File: config.mk
export PLATFORM = sky130hd
export DESIGN_NAME = motor_pwm_duty_controller_core
export DESIGN_NICKNAME = d
export VERILOG_FILES = /design/src/design/mpdc_pkg.sv /design/src/design/mpdc_mul.sv /design/src/design/mpdc_div.sv /design/src/design/motor_pwm_duty_controller_core.sv
export SDC_FILE = /design/constraint.sdc
export NUM_CORES = 1
export LEC_CHECK = 0
export BUFFER_PORTS_ARGS = -buffer_cell sky130_fd_sc_hd__buf_4
export CAP_MARGIN = 20
export CORE_ASPECT_RATIO = 1.75
export CORE_UTILIZATION = 38
export CTS_CLUSTER_SIZE = 25
export DETAILED_ROUTE_END_ITERATION = 8
export PLACE_DENSITY = 0.52
export SYNTH_ARGS = -nofsm -noshare
export SYNTH_HDL_FRONTEND = slang
export SYNTH_HIERARCHICAL = 1
export SYNTH_SLANG_ARGS = --single-unit
File: constraint.sdc
create_clock -name i_clk -period 13.9 [get_ports i_clk]
set_input_delay 2.085 -clock i_clk [delete_from_list [all_inputs] [get_ports i_clk]]
set_output_delay 2.085 -clock i_clk [all_outputs]
set_load 0.02 [all_outputs]
File: src/design/mpdc_pkg.sv
// ----------------------------------------------------------------------------
// Motor PWM duty controller package
// Shared widths, constants, state encoding, unit request types and the
// supply voltage drive factor function.
// ----------------------------------------------------------------------------
package mpdc_pkg;

    localparam int SPD_W       = 16;
    localparam int VADC_W      = 8;
    localparam int CADC_W      = 16;
    localparam int TIME_W      = 31;
    localparam int DUTY_W      = 16;
    localparam int K_W         = 8;
    localparam int D_W         = 23;
    localparam int LIM_W       = 17;
    localparam int MCAND_W     = 23;
    localparam int MPLIER_W    = 17;
    localparam int PROD_W      = MCAND_W + MPLIER_W;
    localparam int DIV_CNT_W   = 5;
    localparam int FPROD_W     = 30;
    localparam int IN_TDATA_W  = 88;
    localparam int OUT_TDATA_W = 24;
    localparam int OUT_PAD_W   = OUT_TDATA_W - DUTY_W - 1;
    localparam int APB_ADDR_W  = 4;
    localparam int APB_DATA_W  = 32;
    localparam int CFG_W       = 16;

    localparam logic [DUTY_W-1:0]    DUTY_FULL_SCALE   = 16'hFFFF;
    localparam logic [CFG_W-1:0]     RST_MAX_SPEED_ERR = 16'hFFFF;
    localparam logic [CFG_W-1:0]     RST_STALL_SPEED   = 16'd10;
    localparam logic [CFG_W-1:0]     RST_STALL_DEMAND  = 16'd20;
    localparam logic [CFG_W-1:0]     RST_STALL_TIME    = 16'd1000;

    localparam logic [VADC_W-1:0]    VOLT_CUTOFF       = 8'd132;
    localparam logic [K_W-1:0]       K_BASE            = 8'd170;
    localparam logic [11:0]          VOLT_NUM          = 12'd22;
    localparam logic [23:0]          VOLT_RECIP        = 24'd3856;
    localparam logic [MCAND_W-1:0]   SENSE_SCALE       = 23'd216269;
    localparam logic [CADC_W-1:0]    CADC_CLAMP        = 16'd19860;
    localparam logic [LIM_W-1:0]     LIM_FULL          = 17'h10000;
    localparam logic [16:0]          SENSE_DIV         = 17'd65535;
    localparam logic [12:0]          FILT_NEW          = 13'd1311;
    localparam logic [DIV_CNT_W-1:0] DIV_STEPS         = 5'd16;

    typedef enum logic [3:0] {
        S_IDLE,
        S_PREP,
        S_DIV,
        S_K_GO,
        S_K_WAIT,
        S_SN_GO,
        S_SN_WAIT,
        S_LIM_GO,
        S_LIM_WAIT,
        S_FILT,
        S_DONE
    } t_state;

    typedef enum logic [1:0] {
        REG_MAX_SPEED_ERR,
        REG_STALL_SPEED,
        REG_STALL_DEMAND,
        REG_STALL_TIME
    } t_reg_idx;

    typedef struct packed {
        logic                start;
        logic [MCAND_W-1:0]  mcand;
        logic [MPLIER_W-1:0] mplier;
    } t_mul_req;

    typedef struct packed {
        logic             start;
        logic [SPD_W-1:0] hi;
        logic [SPD_W-1:0] lo;
        logic [SPD_W-1:0] divisor;
    } t_div_req;

    // Drive factor 170 - floor(330 * v / 255), zero once the supply is too high.
    function automatic logic [K_W-1:0] f_drive_k(input logic [VADC_W-1:0] v);
        logic [11:0]    x;
        logic [23:0]    p;
        logic [K_W-1:0] volt;
        x    = 12'(v) * VOLT_NUM;
        p    = 24'(x) * VOLT_RECIP;
        volt = p[23:16];
        if (v >= VOLT_CUTOFF) begin
            f_drive_k = '0;
        end else begin
            f_drive_k = K_BASE - volt;
        end
    endfunction

endpackage

File: src/design/mpdc_mul.sv
// ----------------------------------------------------------------------------
// Bit-serial multiplier
// Shift-and-add over one multiplier bit per cycle, stopping as soon as the
// remaining multiplier bits are all zero.
// ----------------------------------------------------------------------------
module mpdc_mul import mpdc_pkg::*; (
    input  logic              i_clk,
    input  logic              i_rst_n,
    input  t_mul_req          i_req,
    output logic              o_done,
    output logic [PROD_W-1:0] o_product
);

    logic                r_busy;
    logic                n_busy;
    logic [PROD_W-1:0]   r_acc;
    logic [PROD_W-1:0]   n_acc;
    logic [PROD_W-1:0]   r_mcand;
    logic [PROD_W-1:0]   n_mcand;
    logic [MPLIER_W-1:0] r_mplier;
    logic [MPLIER_W-1:0] n_mplier;

    assign o_done    = r_busy && (r_mplier == '0);
    assign o_product = r_acc;

    always_comb begin
        n_busy   = r_busy;
        n_acc    = r_acc;
        n_mcand  = r_mcand;
        n_mplier = r_mplier;
        if (i_req.start) begin
            n_busy   = 1'b1;
            n_acc    = '0;
            n_mcand  = PROD_W'(i_req.mcand);
            n_mplier = i_req.mplier;
        end else if (o_done) begin
            n_busy = 1'b0;
        end else if (r_busy) begin
            if (r_mplier[0]) begin
                n_acc = r_acc + r_mcand;
            end
            n_mcand  = r_mcand << 1;
            n_mplier = r_mplier >> 1;
        end
    end

    always_ff @(posedge i_clk) begin
        if (!i_rst_n) begin
            r_busy <= 1'b0;
        end else begin
            r_busy <= n_busy;
        end
    end

    always_ff @(posedge i_clk) begin
        r_acc    <= n_acc;
        r_mcand  <= n_mcand;
        r_mplier <= n_mplier;
    end

endmodule

File: src/design/mpdc_div.sv
// ----------------------------------------------------------------------------
// Bit-serial divider
// Restoring division of a 32-bit dividend by a 16-bit divisor, one quotient
// bit per cycle; the upper dividend half must be below the divisor.
// ----------------------------------------------------------------------------
module mpdc_div import mpdc_pkg::*; (
    input  logic              i_clk,
    input  logic              i_rst_n,
    input  t_div_req          i_req,
    output logic              o_done,
    output logic [SPD_W-1:0]  o_quotient
);

    logic                 r_busy;
    logic                 n_busy;
    logic [DIV_CNT_W-1:0] r_cnt;
    logic [DIV_CNT_W-1:0] n_cnt;
    logic [SPD_W-1:0]     r_rem;
    logic [SPD_W-1:0]     n_rem;
    logic [SPD_W-1:0]     r_quo;
    logic [SPD_W-1:0]     n_quo;
    logic [SPD_W-1:0]     r_divisor;
    logic [SPD_W-1:0]     n_divisor;
    logic [SPD_W:0]       rem_sh;
    logic                 fits;

    assign o_done     = r_busy && (r_cnt == '0);
    assign o_quotient = r_quo;
    assign rem_sh     = {r_rem, r_quo[SPD_W-1]};
    assign fits       = rem_sh >= {1'b0, r_divisor};

    always_comb begin
        n_busy    = r_busy;
        n_cnt     = r_cnt;
        n_rem     = r_rem;
        n_quo     = r_quo;
        n_divisor = r_divisor;
        if (i_req.start) begin
            n_busy    = 1'b1;
            n_cnt     = DIV_STEPS;
            n_rem     = i_req.hi;
            n_quo     = i_req.lo;
            n_divisor = i_req.divisor;
        end else if (o_done) begin
            n_busy = 1'b0;
        end else if (r_busy) begin
            n_cnt = r_cnt - 1'b1;
            n_rem = fits ? SPD_W'(rem_sh - {1'b0, r_divisor}) : rem_sh[SPD_W-1:0];
            n_quo = {r_quo[SPD_W-2:0], fits};
        end
    end

    always_ff @(posedge i_clk) begin
        if (!i_rst_n) begin
            r_busy <= 1'b0;
            r_cnt  <= '0;
        end else begin
            r_busy <= n_busy;
            r_cnt  <= n_cnt;
        end
    end

    always_ff @(posedge i_clk) begin
        r_rem     <= n_rem;
        r_quo     <= n_quo;
        r_divisor <= n_divisor;
    end

endmodule

File: src/design/motor_pwm_duty_controller_core.sv
// ----------------------------------------------------------------------------
// Motor PWM duty controller core
// An accepted input transaction reaches the output register after the bit-serial
// divider (16 steps, only when the ratio needs it) and the shared bit-serial
// multiplier (up to 8, 16 and 17 steps).
// Throughput: one transaction at a time; the next input can be taken in the cycle
// after the result is registered, even while that result waits.
// Reset is synchronous and active low; it restores the register defaults,
// clears the stall fault, stall timer, filter and output valid.
// ----------------------------------------------------------------------------
module motor_pwm_duty_controller_core import mpdc_pkg::*; (
    input  logic                   i_clk,
    input  logic                   i_rst_n,
    input  logic                   s_tvalid,
    output logic                   s_tready,
    // desired_speed, measured_speed, voltage_adc, current_adc, run_switch, time_ms
    input  logic [IN_TDATA_W-1:0]  s_tdata,
    output logic                   m_tvalid,
    input  logic                   m_tready,
    // duty, stall_fault, zero padding
    output logic [OUT_TDATA_W-1:0] m_tdata,
    input  logic                   psel,
    input  logic                   penable,
    input  logic                   pwrite,
    input  logic [APB_ADDR_W-1:0]  paddr,
    input  logic [APB_DATA_W-1:0]  pwdata,
    output logic [APB_DATA_W-1:0]  prdata,
    output logic                   pready
);

    t_state r_state;
    t_state n_state;

    logic [CFG_W-1:0]    r_max_err;
    logic [CFG_W-1:0]    r_stall_speed;
    logic [CFG_W-1:0]    r_stall_demand;
    logic [CFG_W-1:0]    r_stall_time;

    logic [SPD_W-1:0]    r_des;
    logic [SPD_W-1:0]    r_meas;
    logic [VADC_W-1:0]   r_vadc;
    logic [CADC_W-1:0]   r_cadc;
    logic                r_run;
    logic [TIME_W-1:0]   r_now;

    logic [SPD_W-1:0]    r_raw;
    logic [K_W-1:0]      r_k;
    logic [D_W-1:0]      r_d;
    logic [LIM_W-1:0]    r_lim;
    logic [DUTY_W-1:0]   r_d16;
    logic signed [FPROD_W-1:0] r_fprod;

    logic                r_fault;
    logic                n_fault;
    logic                r_active;
    logic                n_active;
    logic [TIME_W-1:0]   r_start_time;
    logic [TIME_W-1:0]   n_start_time;
    logic [DUTY_W-1:0]   r_filt;

    logic                r_m_valid;
    logic [DUTY_W-1:0]   r_m_duty;
    logic                r_m_fault;

    t_mul_req            mul_req;
    logic                mul_done;
    logic [PROD_W-1:0]   mul_product;
    t_div_req            div_req;
    logic                div_done;
    logic [SPD_W-1:0]    div_quotient;

    logic                in_acc;
    logic                out_load;
    logic                cfg_wr;
    logic [SPD_W-1:0]    err_wrap;
    logic [SPD_W-1:0]    err;
    logic [31:0]         dividend;
    logic                need_div;
    logic [SPD_W-1:0]    sense_q0;
    logic [16:0]         sense_rem;
    logic [SPD_W-1:0]    sense;
    logic [LIM_W-1:0]    lim_calc;
    logic [PROD_W-17:0]  d_hi;
    logic [DUTY_W-1:0]   d_sat;
    logic [TIME_W-1:0]   elapsed;
    logic [DUTY_W-1:0]   d_gated;
    logic signed [DUTY_W:0]   filt_diff;
    logic signed [DUTY_W+1:0] filt_sum;

    mpdc_mul u_mul (
        .i_clk     (i_clk),
        .i_rst_n   (i_rst_n),
        .i_req     (mul_req),
        .o_done    (mul_done),
        .o_product (mul_product)
    );

    mpdc_div u_div (
        .i_clk      (i_clk),
        .i_rst_n    (i_rst_n),
        .i_req      (div_req),
        .o_done     (div_done),
        .o_quotient (div_quotient)
    );

    assign in_acc   = s_tvalid && s_tready;
    assign out_load = (r_state == S_DONE) && (!r_m_valid || m_tready);
    assign cfg_wr   = psel && penable && pwrite && pready;
    assign pready   = 1'b1;
    assign m_tvalid = r_m_valid;
    assign m_tdata  = {OUT_PAD_W'(0), r_m_fault, r_m_duty};

    always_comb begin
        case (t_reg_idx'(paddr[3:2]))
            REG_MAX_SPEED_ERR: prdata = APB_DATA_W'(r_max_err);
            REG_STALL_SPEED:   prdata = APB_DATA_W'(r_stall_speed);
            REG_STALL_DEMAND:  prdata = APB_DATA_W'(r_stall_demand);
            REG_STALL_TIME:    prdata = APB_DATA_W'(r_stall_time);
            default:           prdata = '0;
        endcase
    end

    always_ff @(posedge i_clk) begin
        if (!i_rst_n) begin
            r_max_err      <= RST_MAX_SPEED_ERR;
            r_stall_speed  <= RST_STALL_SPEED;
            r_stall_demand <= RST_STALL_DEMAND;
            r_stall_time   <= RST_STALL_TIME;
        end else if (cfg_wr) begin
            case (t_reg_idx'(paddr[3:2]))
                REG_MAX_SPEED_ERR: r_max_err      <= pwdata[CFG_W-1:0];
                REG_STALL_SPEED:   r_stall_speed  <= pwdata[CFG_W-1:0];
                REG_STALL_DEMAND:  r_stall_demand <= pwdata[CFG_W-1:0];
                REG_STALL_TIME:    r_stall_time   <= pwdata[CFG_W-1:0];
                default: ;
            endcase
        end
    end

    // Speed error and the dividend 65535 * err for the duty ratio.
    always_comb begin
        err_wrap = r_des - r_meas;
        err      = (err_wrap > r_max_err) ? '0 : err_wrap;
        dividend = {err, 16'h0000} - 32'(err);
        need_div = (err != '0) && (err < r_des);
    end

    // Current limit and duty saturation: sense = floor(x / 65535) with x below 2^32.
    always_comb begin
        sense_q0  = mul_product[31:16];
        sense_rem = 17'(mul_product[15:0]) + 17'(sense_q0);
        sense     = sense_q0 + SPD_W'(sense_rem >= SENSE_DIV);
        lim_calc  = (r_cadc >= CADC_CLAMP) ? '0 : LIM_FULL - LIM_W'(sense);
        d_hi      = mul_product[PROD_W-1:16];
        d_sat     = (d_hi[PROD_W-17:DUTY_W] != '0) ? DUTY_FULL_SCALE : d_hi[DUTY_W-1:0];
    end

    // Stall timing, gating of the duty ahead of the filter and the filter update terms.
    always_comb begin
        n_fault      = r_fault;
        n_active     = r_active;
        n_start_time = r_start_time;
        elapsed      = r_now - r_start_time;
        if (r_run && !r_fault) begin
            if ((r_meas <= r_stall_speed) && (r_des > r_stall_demand)) begin
                if (!r_active) begin
                    n_active     = 1'b1;
                    n_start_time = r_now;
                end else if (elapsed > TIME_W'(r_stall_time)) begin
                    n_fault = 1'b1;
                end
            end else begin
                n_active = 1'b0;
            end
        end
        d_gated   = (n_fault || !r_run) ? '0 : r_d16;
        filt_diff = $signed({1'b0, d_gated}) - $signed({1'b0, r_filt});
        filt_sum  = $signed({2'b00, r_filt}) + $signed(r_fprod[FPROD_W-1:16]);
    end

    always_comb begin
        n_state = r_state;
        case (r_state)
            S_IDLE:     if (s_tvalid) n_state = S_PREP;
            S_PREP:     n_state = need_div ? S_DIV : S_K_GO;
            S_DIV:      if (div_done) n_state = S_K_GO;
            S_K_GO:     n_state = S_K_WAIT;
            S_K_WAIT:   if (mul_done) n_state = S_SN_GO;
            S_SN_GO:    n_state = S_SN_WAIT;
            S_SN_WAIT:  if (mul_done) n_state = S_LIM_GO;
            S_LIM_GO:   n_state = S_LIM_WAIT;
            S_LIM_WAIT: if (mul_done) n_state = S_FILT;
            S_FILT:     n_state = S_DONE;
            S_DONE:     if (!r_m_valid || m_tready) n_state = S_IDLE;
            default:    n_state = S_IDLE;
        endcase
    end

    always_comb begin
        s_tready        = 1'b0;
        mul_req         = '0;
        div_req.start   = 1'b0;
        div_req.hi      = dividend[31:16];
        div_req.lo      = dividend[15:0];
        div_req.divisor = r_des;
        case (r_state)
            S_IDLE: begin
                s_tready = 1'b1;
            end
            S_PREP: begin
                div_req.start = need_div;
            end
            S_K_GO: begin
                mul_req.start  = 1'b1;
                mul_req.mcand  = MCAND_W'(r_raw);
                mul_req.mplier = MPLIER_W'(r_k);
            end
            S_SN_GO: begin
                mul_req.start  = 1'b1;
                mul_req.mcand  = SENSE_SCALE;
                mul_req.mplier = MPLIER_W'(r_cadc);
            end
            S_LIM_GO: begin
                mul_req.start  = 1'b1;
                mul_req.mcand  = r_d;
                mul_req.mplier = r_lim;
            end
            default: ;
        endcase
    end

    always_ff @(posedge i_clk) begin
        if (!i_rst_n) begin
            r_state      <= S_IDLE;
            r_fault      <= 1'b0;
            r_active     <= 1'b0;
            r_start_time <= '0;
            r_filt       <= '0;
            r_m_valid    <= 1'b0;
        end else begin
            r_state <= n_state;
            if (r_state == S_FILT) begin
                r_fault      <= n_fault;
                r_active     <= n_active;
                r_start_time <= n_start_time;
            end
            if (out_load) begin
                r_filt    <= filt_sum[DUTY_W-1:0];
                r_m_valid <= 1'b1;
            end else if (m_tready) begin
                r_m_valid <= 1'b0;
            end
        end
    end

    always_ff @(posedge i_clk) begin
        if (in_acc) begin
            r_des  <= s_tdata[15:0];
            r_meas <= s_tdata[31:16];
            r_vadc <= s_tdata[39:32];
            r_cadc <= s_tdata[55:40];
            r_run  <= s_tdata[56];
            r_now  <= s_tdata[87:57];
        end
        if (r_state == S_PREP) begin
            r_raw <= (err == '0) ? '0 : DUTY_FULL_SCALE;
            r_k   <= f_drive_k(r_vadc);
        end
        if ((r_state == S_DIV) && div_done) begin
            r_raw <= div_quotient;
        end
        if ((r_state == S_K_WAIT) && mul_done) begin
            r_d <= mul_product[D_W:1];
        end
        if ((r_state == S_SN_WAIT) && mul_done) begin
            r_lim <= lim_calc;
        end
        if ((r_state == S_LIM_WAIT) && mul_done) begin
            r_d16 <= d_sat;
        end
        if (r_state == S_FILT) begin
            r_fprod <= filt_diff * $signed(FILT_NEW);
        end
        if (out_load) begin
            r_m_duty  <= filt_sum[DUTY_W-1:0];
            r_m_fault <= r_fault;
        end
    end

    a_fault_sticky: assert property (@(posedge i_clk) disable iff (!i_rst_n)
        r_fault |=> r_fault)
        else $error("stall fault cleared without reset");

    a_busy_after_accept: assert property (@(posedge i_clk) disable iff (!i_rst_n)
        (s_tvalid && s_tready) |=> !s_tready)
        else $error("input taken while a transaction is in progress");

    a_div_in_div_state: assert property (@(posedge i_clk) disable iff (!i_rst_n)
        div_done |-> (r_state == S_DIV))
        else $error("divider finished outside the divide step");

    a_flag_matches_fault: assert property (@(posedge i_clk) disable iff (!i_rst_n)
        m_tvalid |-> (!m_tdata[DUTY_W] || r_fault))
        else $error("reported stall fault without a latched fault");

endmodule

# After elaboration in Yosys (flattened, before gate mapping)
# Index checks and enable logic that the tools add are counted.
# totals
ff_bits,484
out_inout_bits,59
in_bits,131
# classes
mux,44
eq_ne,21
n_lt_le_gt_ge,9
n_reduce_logical,44
n_bitwise,4
multipliers,3
n_addsub,12
# op_table
operator,n
16-bit 2-to-1 mux,12
32-bit case mux with 4 select lines,1
41-bit case mux with 3 select lines,1
23-bit 2-to-1 mux,3
17-bit 2-to-1 mux,3
4-bit case mux with 11 select lines,1
40-bit adder,1
16-bit > comparator,2
16-bit subtractor,2
32-bit by 16-bit subtractor with 32-bit output,1
31-bit by 16-bit > comparator with 1-bit output,1
31-bit subtractor,1
17-bit by 12-bit multiplier with 29-bit output (second input constant),1
4-bit 2-to-1 mux,6
11-bit by 8-bit multiplier with 19-bit output (second input constant),1
2-bit AND reduction,9
16-bit by 16-bit adder with 17-bit output,1
17-bit by 16-bit greater-or-equal comparator with 1-bit output,1
17-bit by 16-bit greater-or-equal comparator with 1-bit output (second input constant),1
17-bit zero test,1
16-bit by 16-bit subtractor with 17-bit output,1
17-bit by 16-bit subtractor with 17-bit output (first input constant),1
16-bit by 1-bit adder with 16-bit output,1
16-bit by 13-bit adder with 16-bit output,1
32 further kinds,83

# Longest topological paths before layout
# Gate-level depths: netlist (run 1).
# depth
depth_word,10
mapped_depth,52

# Cells and area by module
# The synthesis (run 1) kept the hierarchy.
# by_module_without_submodules
module,area_each_um2,cells_each,instances
motor_pwm_duty_controller_core,26136.3,2733,1
mpdc_mul,5879.4,626,1
mpdc_div,3159.3,272,1

# Least setup slack after synthesis (run 1)
# OpenSTA, ideal clock, no wires.
# synth_path
path_kind,reg-to-reg
from,register r_now[0]
to,"register, netlist name r_fprod[28]"
synth_period_minus_slack_ns,11.181
path_buffers,1
arrival_ns,10.918
stages_incl_launch_ff,51
setup_ns,0.262
path_slack_ns,2.719
cell_sequence,edfxtp_1 > inv_1 > ha_1 > fa_1 > nand2b_1 > a21oi_1 > a211o_1 > a21oi_1 > o21bai_1 > a21o_1 > a21oi_1 > xnor2_1 > ha_1 > nand2_1 > nor3_1 > a31o_2 > a31oi_1 > a2111oi_0 > [... 15 more ...] > inv_1 > fa_1 > inv_1 > fa_1 > fa_1 > inv_1 > fa_1 > inv_1 > ha_1 > o21ai_0 > nand2_1 > o21ai_0 > a31oi_1 > o211a_1 > a311oi_1 > o21bai_1 > a21oi_1 > xor2_1
# synth_via
elab_chain_len,10
# synth_lines
item,line,source
from (decl),motor_pwm_duty_controller_core.sv:44,logic [TIME_W-1:0] r_now;
from (signal assigned),motor_pwm_duty_controller_core.sv:263,r_now <= s_tdata[87:57];
31-bit subtractor,motor_pwm_duty_controller_core.sv:163,elapsed = r_now - r_start_time;
31-bit by 16-bit > comparator with 1-bit output,motor_pwm_duty_controller_core.sv:169,end else if (elapsed > TIME_W'(r_stall_time)) begin
1-bit 2-to-1 mux,motor_pwm_duty_controller_core.sv:169,
1-bit 2-to-1 mux,motor_pwm_duty_controller_core.sv:166,if (!r_active) begin
1-bit 2-to-1 mux,motor_pwm_duty_controller_core.sv:165,if ((r_meas <= r_stall_speed) && (r_des > r_stall_demand)) begin
1-bit 2-to-1 mux,motor_pwm_duty_controller_core.sv:164,if (r_run && !r_fault) begin
1-bit logical OR,motor_pwm_duty_controller_core.sv:176,d_gated = (n_fault || !r_run) ? '0 : r_d16;
16-bit 2-to-1 mux,motor_pwm_duty_controller_core.sv:176,
16-bit by 16-bit subtractor with 17-bit output,motor_pwm_duty_controller_core.sv:177,"filt_diff = $signed({1'b0, d_gated}) - $signed({1'b0, r_filt});"
17-bit by 12-bit multiplier with 29-bit output,motor_pwm_duty_controller_core.sv:282,r_fprod <= filt_diff * $signed(FILT_NEW);
# Every way passes these cells.
# A chain may end at the register's enable or synchronous reset.

# Final worst setup path (run 1)
# layout_path
from,register r_now[0]
to,"register, netlist name r_fprod[28]"
# layout_via
elab_chain_len,10
# layout_lines
item,line
31-bit subtractor,motor_pwm_duty_controller_core.sv:163
31-bit by 16-bit > comparator with 1-bit output,motor_pwm_duty_controller_core.sv:169
1-bit 2-to-1 mux,motor_pwm_duty_controller_core.sv:169
1-bit 2-to-1 mux,motor_pwm_duty_controller_core.sv:166
1-bit 2-to-1 mux,motor_pwm_duty_controller_core.sv:165
1-bit 2-to-1 mux,motor_pwm_duty_controller_core.sv:164
1-bit logical OR,motor_pwm_duty_controller_core.sv:176
16-bit 2-to-1 mux,motor_pwm_duty_controller_core.sv:176
16-bit by 16-bit subtractor with 17-bit output,motor_pwm_duty_controller_core.sv:177
17-bit by 12-bit multiplier with 29-bit output,motor_pwm_duty_controller_core.sv:282
# Every way passes these cells.

==> results of run 1 <==
cell type report:
cell class / count / area [µm²] / share of cell area (%)
antenna: 3 / 7.51 / 0.0192
clock buffer: 65 / 1370 / 3.51
clock inverter: 25 / 249 / 0.637
inverter: 397 / 1490 / 3.81
multi-input combinational: 2640 / 20900 / 53.4
sequential: 468 / 12200 / 31.3
tap: 1192 / 1490 / 3.82
timing repair buffer: 179 / 1360 / 3.47
worst max-delay path: cells and delay by family (launching register included):
kind	cells	cell delay, ns
compound gates	23	5.46
fa+ha+maj	9	3.61
simple gates	9	1.92
xor+xnor	3	0.63
buf+inv	5	0.35
flops	1	0.32
per-stage QoR:
stage,utilization (%),hold WS [ns],setup WS (ns),instance area (µm²)
final,42.6,0.481,1.32,39100
after global routing,42.6,0.509,0.336,39100
after CTS,42.6,0.482,1.22,39100
after detailed placement,40.8,0.473,1.30,37400
after global placement,40.8,0.469,1.33,37400
after floorplan,-,0.421,2.72,35300
registers in the layout, summed over array words and instances (netlist names), 17 cells and up:
register / cells
r_d: 23
r_start_time: 31
u_mul/o_product: 40
u_mul/r_mcand: 40
u_mul/r_mplier: 17
r_now: 31
r_lim: 17
routing by layer:
layer	track usage, %	vias up
met2	41.1	436
met1	20.2	12600
met5	0	-
met4	7.84	2
li1	-	13100
met3	1.82	153
final timing paths:
kind | start | endpoint | slack (ns)
worst max-delay path | r_now[0] | r_fprod[28] | 1.32
worst min-delay path | r_stall_demand[15] | r_stall_demand[15] | 0.48
worst max register to register | r_now[0] | r_fprod[28] | 1.32
worst min register to register | r_stall_demand[15] | r_stall_demand[15] | 0.48
logic make-up (layout without fill, tap and decap cells):
logic type	count (synthesis)	count (layout)	synth area share (%)
fa+ha+maj	492	492	19.9
compound gates	795	795	15.6
other cells	2	27	0.0214
xor+xnor	185	185	4.63
buf+inv	545	666	6.22
flops	468	468	34.8
simple gates	994	994	13.8
mux	150	150	5.07
cell usage in the layout (no fill, tap or decap), types with 62 or more instances in the layout:
cell / count
ha_1: 380
a21o_1: 72
o21ai_0: 102
inv_1: 396
xnor2_1: 110
a21boi_0: 62
mux2i_1: 70
xor2_1: 74
mux2_2: 62
nand2_1: 343
buf_4: 178
dfxtp_1: 182
nor2_1: 197
fa_1: 111
edfxtp_1: 286
a21oi_1: 217
==> flow_metrics.py, run 1 <==
metrics = {
    "status": {
        "outcome": "complete, no violations",
    },
    "synth": {
        "yosysMostFrequentCell": "inv_1",
        "yosys-top-cells-count": "inv_1, ha_1, nand2_1",
        "synth_cell_types": 109,
        "synth-async-reset-ratio_pct": 0,
        "synth-seq-area-share_pct": 34.8,
        "synth-edff-count": 286,
        "synthCells": 3631,
        "synth_top_area_share_pct": 24.4,
        "ys.warnings.count": 6,
        "synth_area_leader_cell": "edfxtp_1",
        "avgSynthCellArea_um2": 9.69,
        "synth_area_leaders": "edfxtp_1, ha_1, dfxtp_1, fa_1, inv_1",
        "syn_area_um2": 35200,
        "synthFlopType": "edfxtp_1",
        "ys_ff_latch": 468,
    },
    "min_path": {
        "hp-class": "flip-flop to flip-flop",
        "holdPathStages": 2,
    },
    "cts": {
        "cts_buffers": 48,
        "clk-insertion-delay-late_ns": 0.64,
        "path_clk_slew_ns": 0.07,
        "cts.path.max_buffers": 3,
        "clock_sinks": 468,
        "cts.repair.resized": 0,
        "cts-root-buf": "clkbuf_16",
        "postCtsSetupBuffers": 0,
        "cts_tree": "built",
        "htree_num_levels": 2,
        "postCtsHoldBufs": 0,
    },
    "route": {
        "drt_wl_total_mm": 94.2,
        "dr.first_iter.drc_count": 989,
        "vias": 26300,
        "post-route-drc-count": 0,
        "wl_met1_mm": 34.5,
        "wl_met2_mm": 53.7,
        "highest_layer": "met5",
        "via_per_inst": 5.29,
        "wl_met3_mm": 2.31,
        "wire_per_inst_um": 19.0,
        "postRouteAntennaNets": 0,
        "first_pass_iters": 5,
    },
    "timing": {
        "tns_ns": 0,
        "hold_viol_final": 0,
        "finalSetupViolCount": 0,
        "tightest_slew_ns": 1.10,
        "rsz0062_at_grt": "false",
        "fin_skew_ns": 0.0351,
        "finalCritPeriodShare_pct": 90.5,
        "slew_headroom_pct": 26.3,
        "period_minus_slack_ns": 12.58,
        "clock.fmax_mhz": 79.5,
        "final-max-slew-violation-count": 0,
    },
    "worst_setup_path": {
        "worstPathRequired_ns": 14.25,
        "critical_path.max_fanout": 16,
        "cpMostUsedCell": "a21oi_1",
        "r2r_cells": 49,
        "cp.arrival_ns": 12.93,
        "slowest_delay_ns": 0.56,
        "setup.worst_path.start_class": "flip-flop",
        "end_kind": "flip-flop",
        "slowest_stage": "fa_1",
        "path_class": "flip-flop to flip-flop",
    },
    "global_routing": {
        "gr-usage-all-layers_pct": 20.1,
        "grt_pass1_vias": 27000,
        "grt_first_pass_wirelength_mm": 147,
        "grt.overflow.total": 0,
        "antenna_found_initial": 1,
        "grt_max_degree": 73,
    },
    "job": {
        "maxCapViolations": 0,
    },
    "finish": {
        "fillers": 9040,
        "area_delta_synth_final_pct": 11.1,
        "layout-drive-gt1-share_pct": 11.0,
        "instances_no_fill": 4969,
        "fin_nets": 4356,
    },
    "placed_design": {
        "gp_congestion": 0.870,
        "dp.cells": 4875,
        "io_buffers": 147,
        "hpwl_mm": 74.1,
    },
    "floorplan": {
        "fp.dieArea_um2": 93800,
        "ioPinCount": 190,
        "die_x_um": 232,
        "start_util_pct": 38.3,
        "rows": 147,
        "die_y_um": 404,
        "core_region_area_um2": 91800,
    },
}
Power of run 1 is not shown: default switching activity piles up to over one toggle a cycle in this logic, so the estimate is an artifact.
==> run 2: changes to the inputs <==
SYNTH_HIERARCHICAL = unset   (was 1)
==> run 2 against run 1 <==
Compared with the run above: routed wire length fell by 4.3%; clock skew decreased by 0.0045 ns; critical path depth decreased by 1; register-to-register slack gained 0.48 ns.
==> flow_metrics.py, run 2 <==
metrics = {
    "placed_design": {
        "io_buffers": 147,
        "hpwl_mm": 70.8,
        "gp_congestion": 0.878,
    },
    "cts": {
        "cts-root-buf": "clkbuf_16",
        "cts_tree": "built",
        "htree_num_levels": 2,
        "postCtsSetupBuffers": 0,
        "path_clk_slew_ns": 0.06,
        "cts.path.max_buffers": 3,
        "cts_buffers": 49,
        "clock_sinks": 468,
        "clk-insertion-delay-late_ns": 0.63,
        "postCtsHoldBufs": 0,
        "cts.repair.resized": 0,
    },
    "synth": {
        "synthSimpleGateAreaFrac_pct": 13.6,
        "syn_area_um2": 33400,
        "ys_ff_latch": 468,
        "yosys-top-cells-count": "nand2_1, ha_1, inv_1",
        "synth_area_leader_cell": "edfxtp_1",
        "synthMuxAreaShare_pct": 2.73,
        "synth-async-reset-ratio_pct": 0,
        "synth_top_family_by_area": "adder cells",
        "synth_compound_area_share_pct": 15.5,
        "synth_top_area_share_pct": 25.7,
        "synth-seq-area-share_pct": 36.6,
        "synthCells": 3508,
        "synth_xor_area_share_pct": 4.84,
        "yosysMostFrequentCell": "nand2_1",
        "synth-edff-count": 286,
        "synth_cell_types": 81,
        "ys.warnings.count": 0,
        "synth_fa_ha_area_share_pct": 20.6,
        "synthFlopType": "edfxtp_1",
        "avgSynthCellArea_um2": 9.53,
        "synth_area_leaders": "edfxtp_1, ha_1, dfxtp_1, fa_1, nand2_1",
    },
    "timing": {
        "fin_skew_ns": 0.0306,
        "finalCritPeriodShare_pct": 87.1,
        "final-max-slew-violation-count": 0,
        "tns_ns": 0,
        "hold_viol_final": 0,
        "slew_headroom_pct": 27.1,
        "rsz0062_at_grt": "false",
        "finalSetupViolCount": 0,
        "period_minus_slack_ns": 12.10,
        "clock.fmax_mhz": 82.6,
        "tightest_slew_ns": 1.09,
    },
    "route": {
        "post-route-drc-count": 0,
        "first_pass_iters": 5,
        "highest_layer": "met4",
        "vias": 25200,
        "drt_wl_total_mm": 90.2,
        "wl_met1_mm": 32.1,
        "wire_per_inst_um": 18.7,
        "wl_met2_mm": 51.6,
        "wl_met3_mm": 2.59,
        "via_per_inst": 5.21,
        "postRouteAntennaNets": 0,
        "dr.first_iter.drc_count": 973,
    },
    "floorplan": {
        "core_region_area_um2": 87000,
        "die_y_um": 394,
        "start_util_pct": 38.4,
        "rows": 143,
        "fp.dieArea_um2": 89200,
        "ioPinCount": 190,
        "die_x_um": 226,
    },
    "global_routing": {
        "grt_first_pass_wirelength_mm": 141,
        "antenna_found_initial": 1,
        "grt_pass1_vias": 26100,
        "gr-usage-all-layers_pct": 20.4,
        "grt.overflow.total": 0,
        "grt_max_degree": 109,
    },
    "worst_setup_path": {
        "rr_startpoint": "r_now[0]",
        "ff2ff_setup_slack_ns": 1.80,
        "slowest_delay_ns": 0.64,
        "path_class": "flip-flop to flip-flop",
        "setup.worst_path.start_class": "flip-flop",
        "worstPathRequired_ns": 14.27,
        "r2r-end": "r_fprod[27]",
        "cp.arrival_ns": 12.47,
        "end_kind": "flip-flop",
        "slowest_stage": "xor2_1",
        "startpoint": "r_now[0]",
        "r2r_cells": 48,
        "critical_path.max_fanout": 16,
        "crit_end": "r_fprod[27]",
    },
    "finish": {
        "final_cell_mix": "nand2_1, ha_1, inv_1, edfxtp_1, a21oi_1",
        "area_delta_synth_final_pct": 12.1,
        "layout-drive-gt1-share_pct": 9.38,
        "diodes": 0,
        "final_common_cell": "nand2_1",
        "fin_nets": 4243,
    },
    "min_path": {
        "hp-class": "flip-flop to flip-flop",
    },
    "status": {
        "outcome": "complete, no violations",
    },
    "job": {
        "maxCapViolations": 0,
    },
}
[run 2: cell types whose count changed after synthesis, moves of 22 or more]
cell	delta
o21a_1	+26
nor2b_1	-29
mux2i_1	-25
nand2_1	+122
inv_1	-22
mux2_2	-56
[run 2: worst max-delay path: cells and delay by family (launching register included)]
family | cells | cell delay, ns
AOI/OAI and AO/OA | 17 | 4.55
adders and majority gates | 10 | 3.43
and+or+nand+nor | 11 | 1.87
xor gates and xnor gates | 3 | 0.86
buffers and inverters | 7 | 0.69
DFF | 1 | 0.39
[run 2: cell type report]
type | count | area (µm²)
clock inverters | 31 | 407
fillers | 8641 | 49500
clock buffers | 61 | 1300
multi-input cells | 2548 | 19300
flip-flops and latches | 468 | 12200
well taps | 1160 | 1450
repair buffers | 185 | 1400
inverters | 375 | 1410
[run 2: per-stage QoR]
stage | cells | setup WS, ns | hold WS, ns | instance area, µm² | util, %
2_1_floorplan | 3531 | 3.79 | 0.431 | 33500 | -
3_3_place_gp | 4734 | 1.91 | 0.444 | 35700 | 41.1
3_5_place_dp | 4735 | 1.72 | 0.451 | 35800 | 41.1
4_1_cts | 4827 | 1.68 | 0.460 | 37500 | 43.1
5_1_grt | 4828 | 1.16 | 0.480 | 37500 | 43.1
6_report | 4828 | 1.80 | 0.457 | 37500 | 43.1
[run 2: routing by layer]
layer  track usage, %  vias to the layer above
met4             8.71                        0
met3             2.04                      144
li1                 -                    12500
met2             41.8                      424
met5                0                        -
met1             20.0                    12100
[run 2: kinds of logic (layout without fill, tap and decap cells)]
kind of cell / Yosys count / count (layout)
DFF: 468 / 468
muxes: 70 / 70
and+or+nand+nor: 1002 / 1002
AOI/OAI and AO/OA: 782 / 782
buffers and inverters: 515 / 652
adders and majority gates: 485 / 485
other: 2 / 25
xor gates and xnor gates: 184 / 184
[run 2: worst min path at each step]
| stage | from | endpoint | depth (start not counted) |
|---|---|---|---|
| 2_1_floorplan | r_fault | r_m_fault | 0 |
| 3_3_place_gp | r_start_time[12] | r_start_time[12] | 2 |
| 3_5_place_dp | r_start_time[23] | r_start_time[23] | 2 |
| 4_1_cts | r_start_time[2] | r_start_time[2] | 2 |
| 5_1_grt | r_start_time[14] | r_start_time[14] | 2 |
| 6_report | r_start_time[2] | r_start_time[2] | 2 |
Power of run 2 is left out for the same reason.
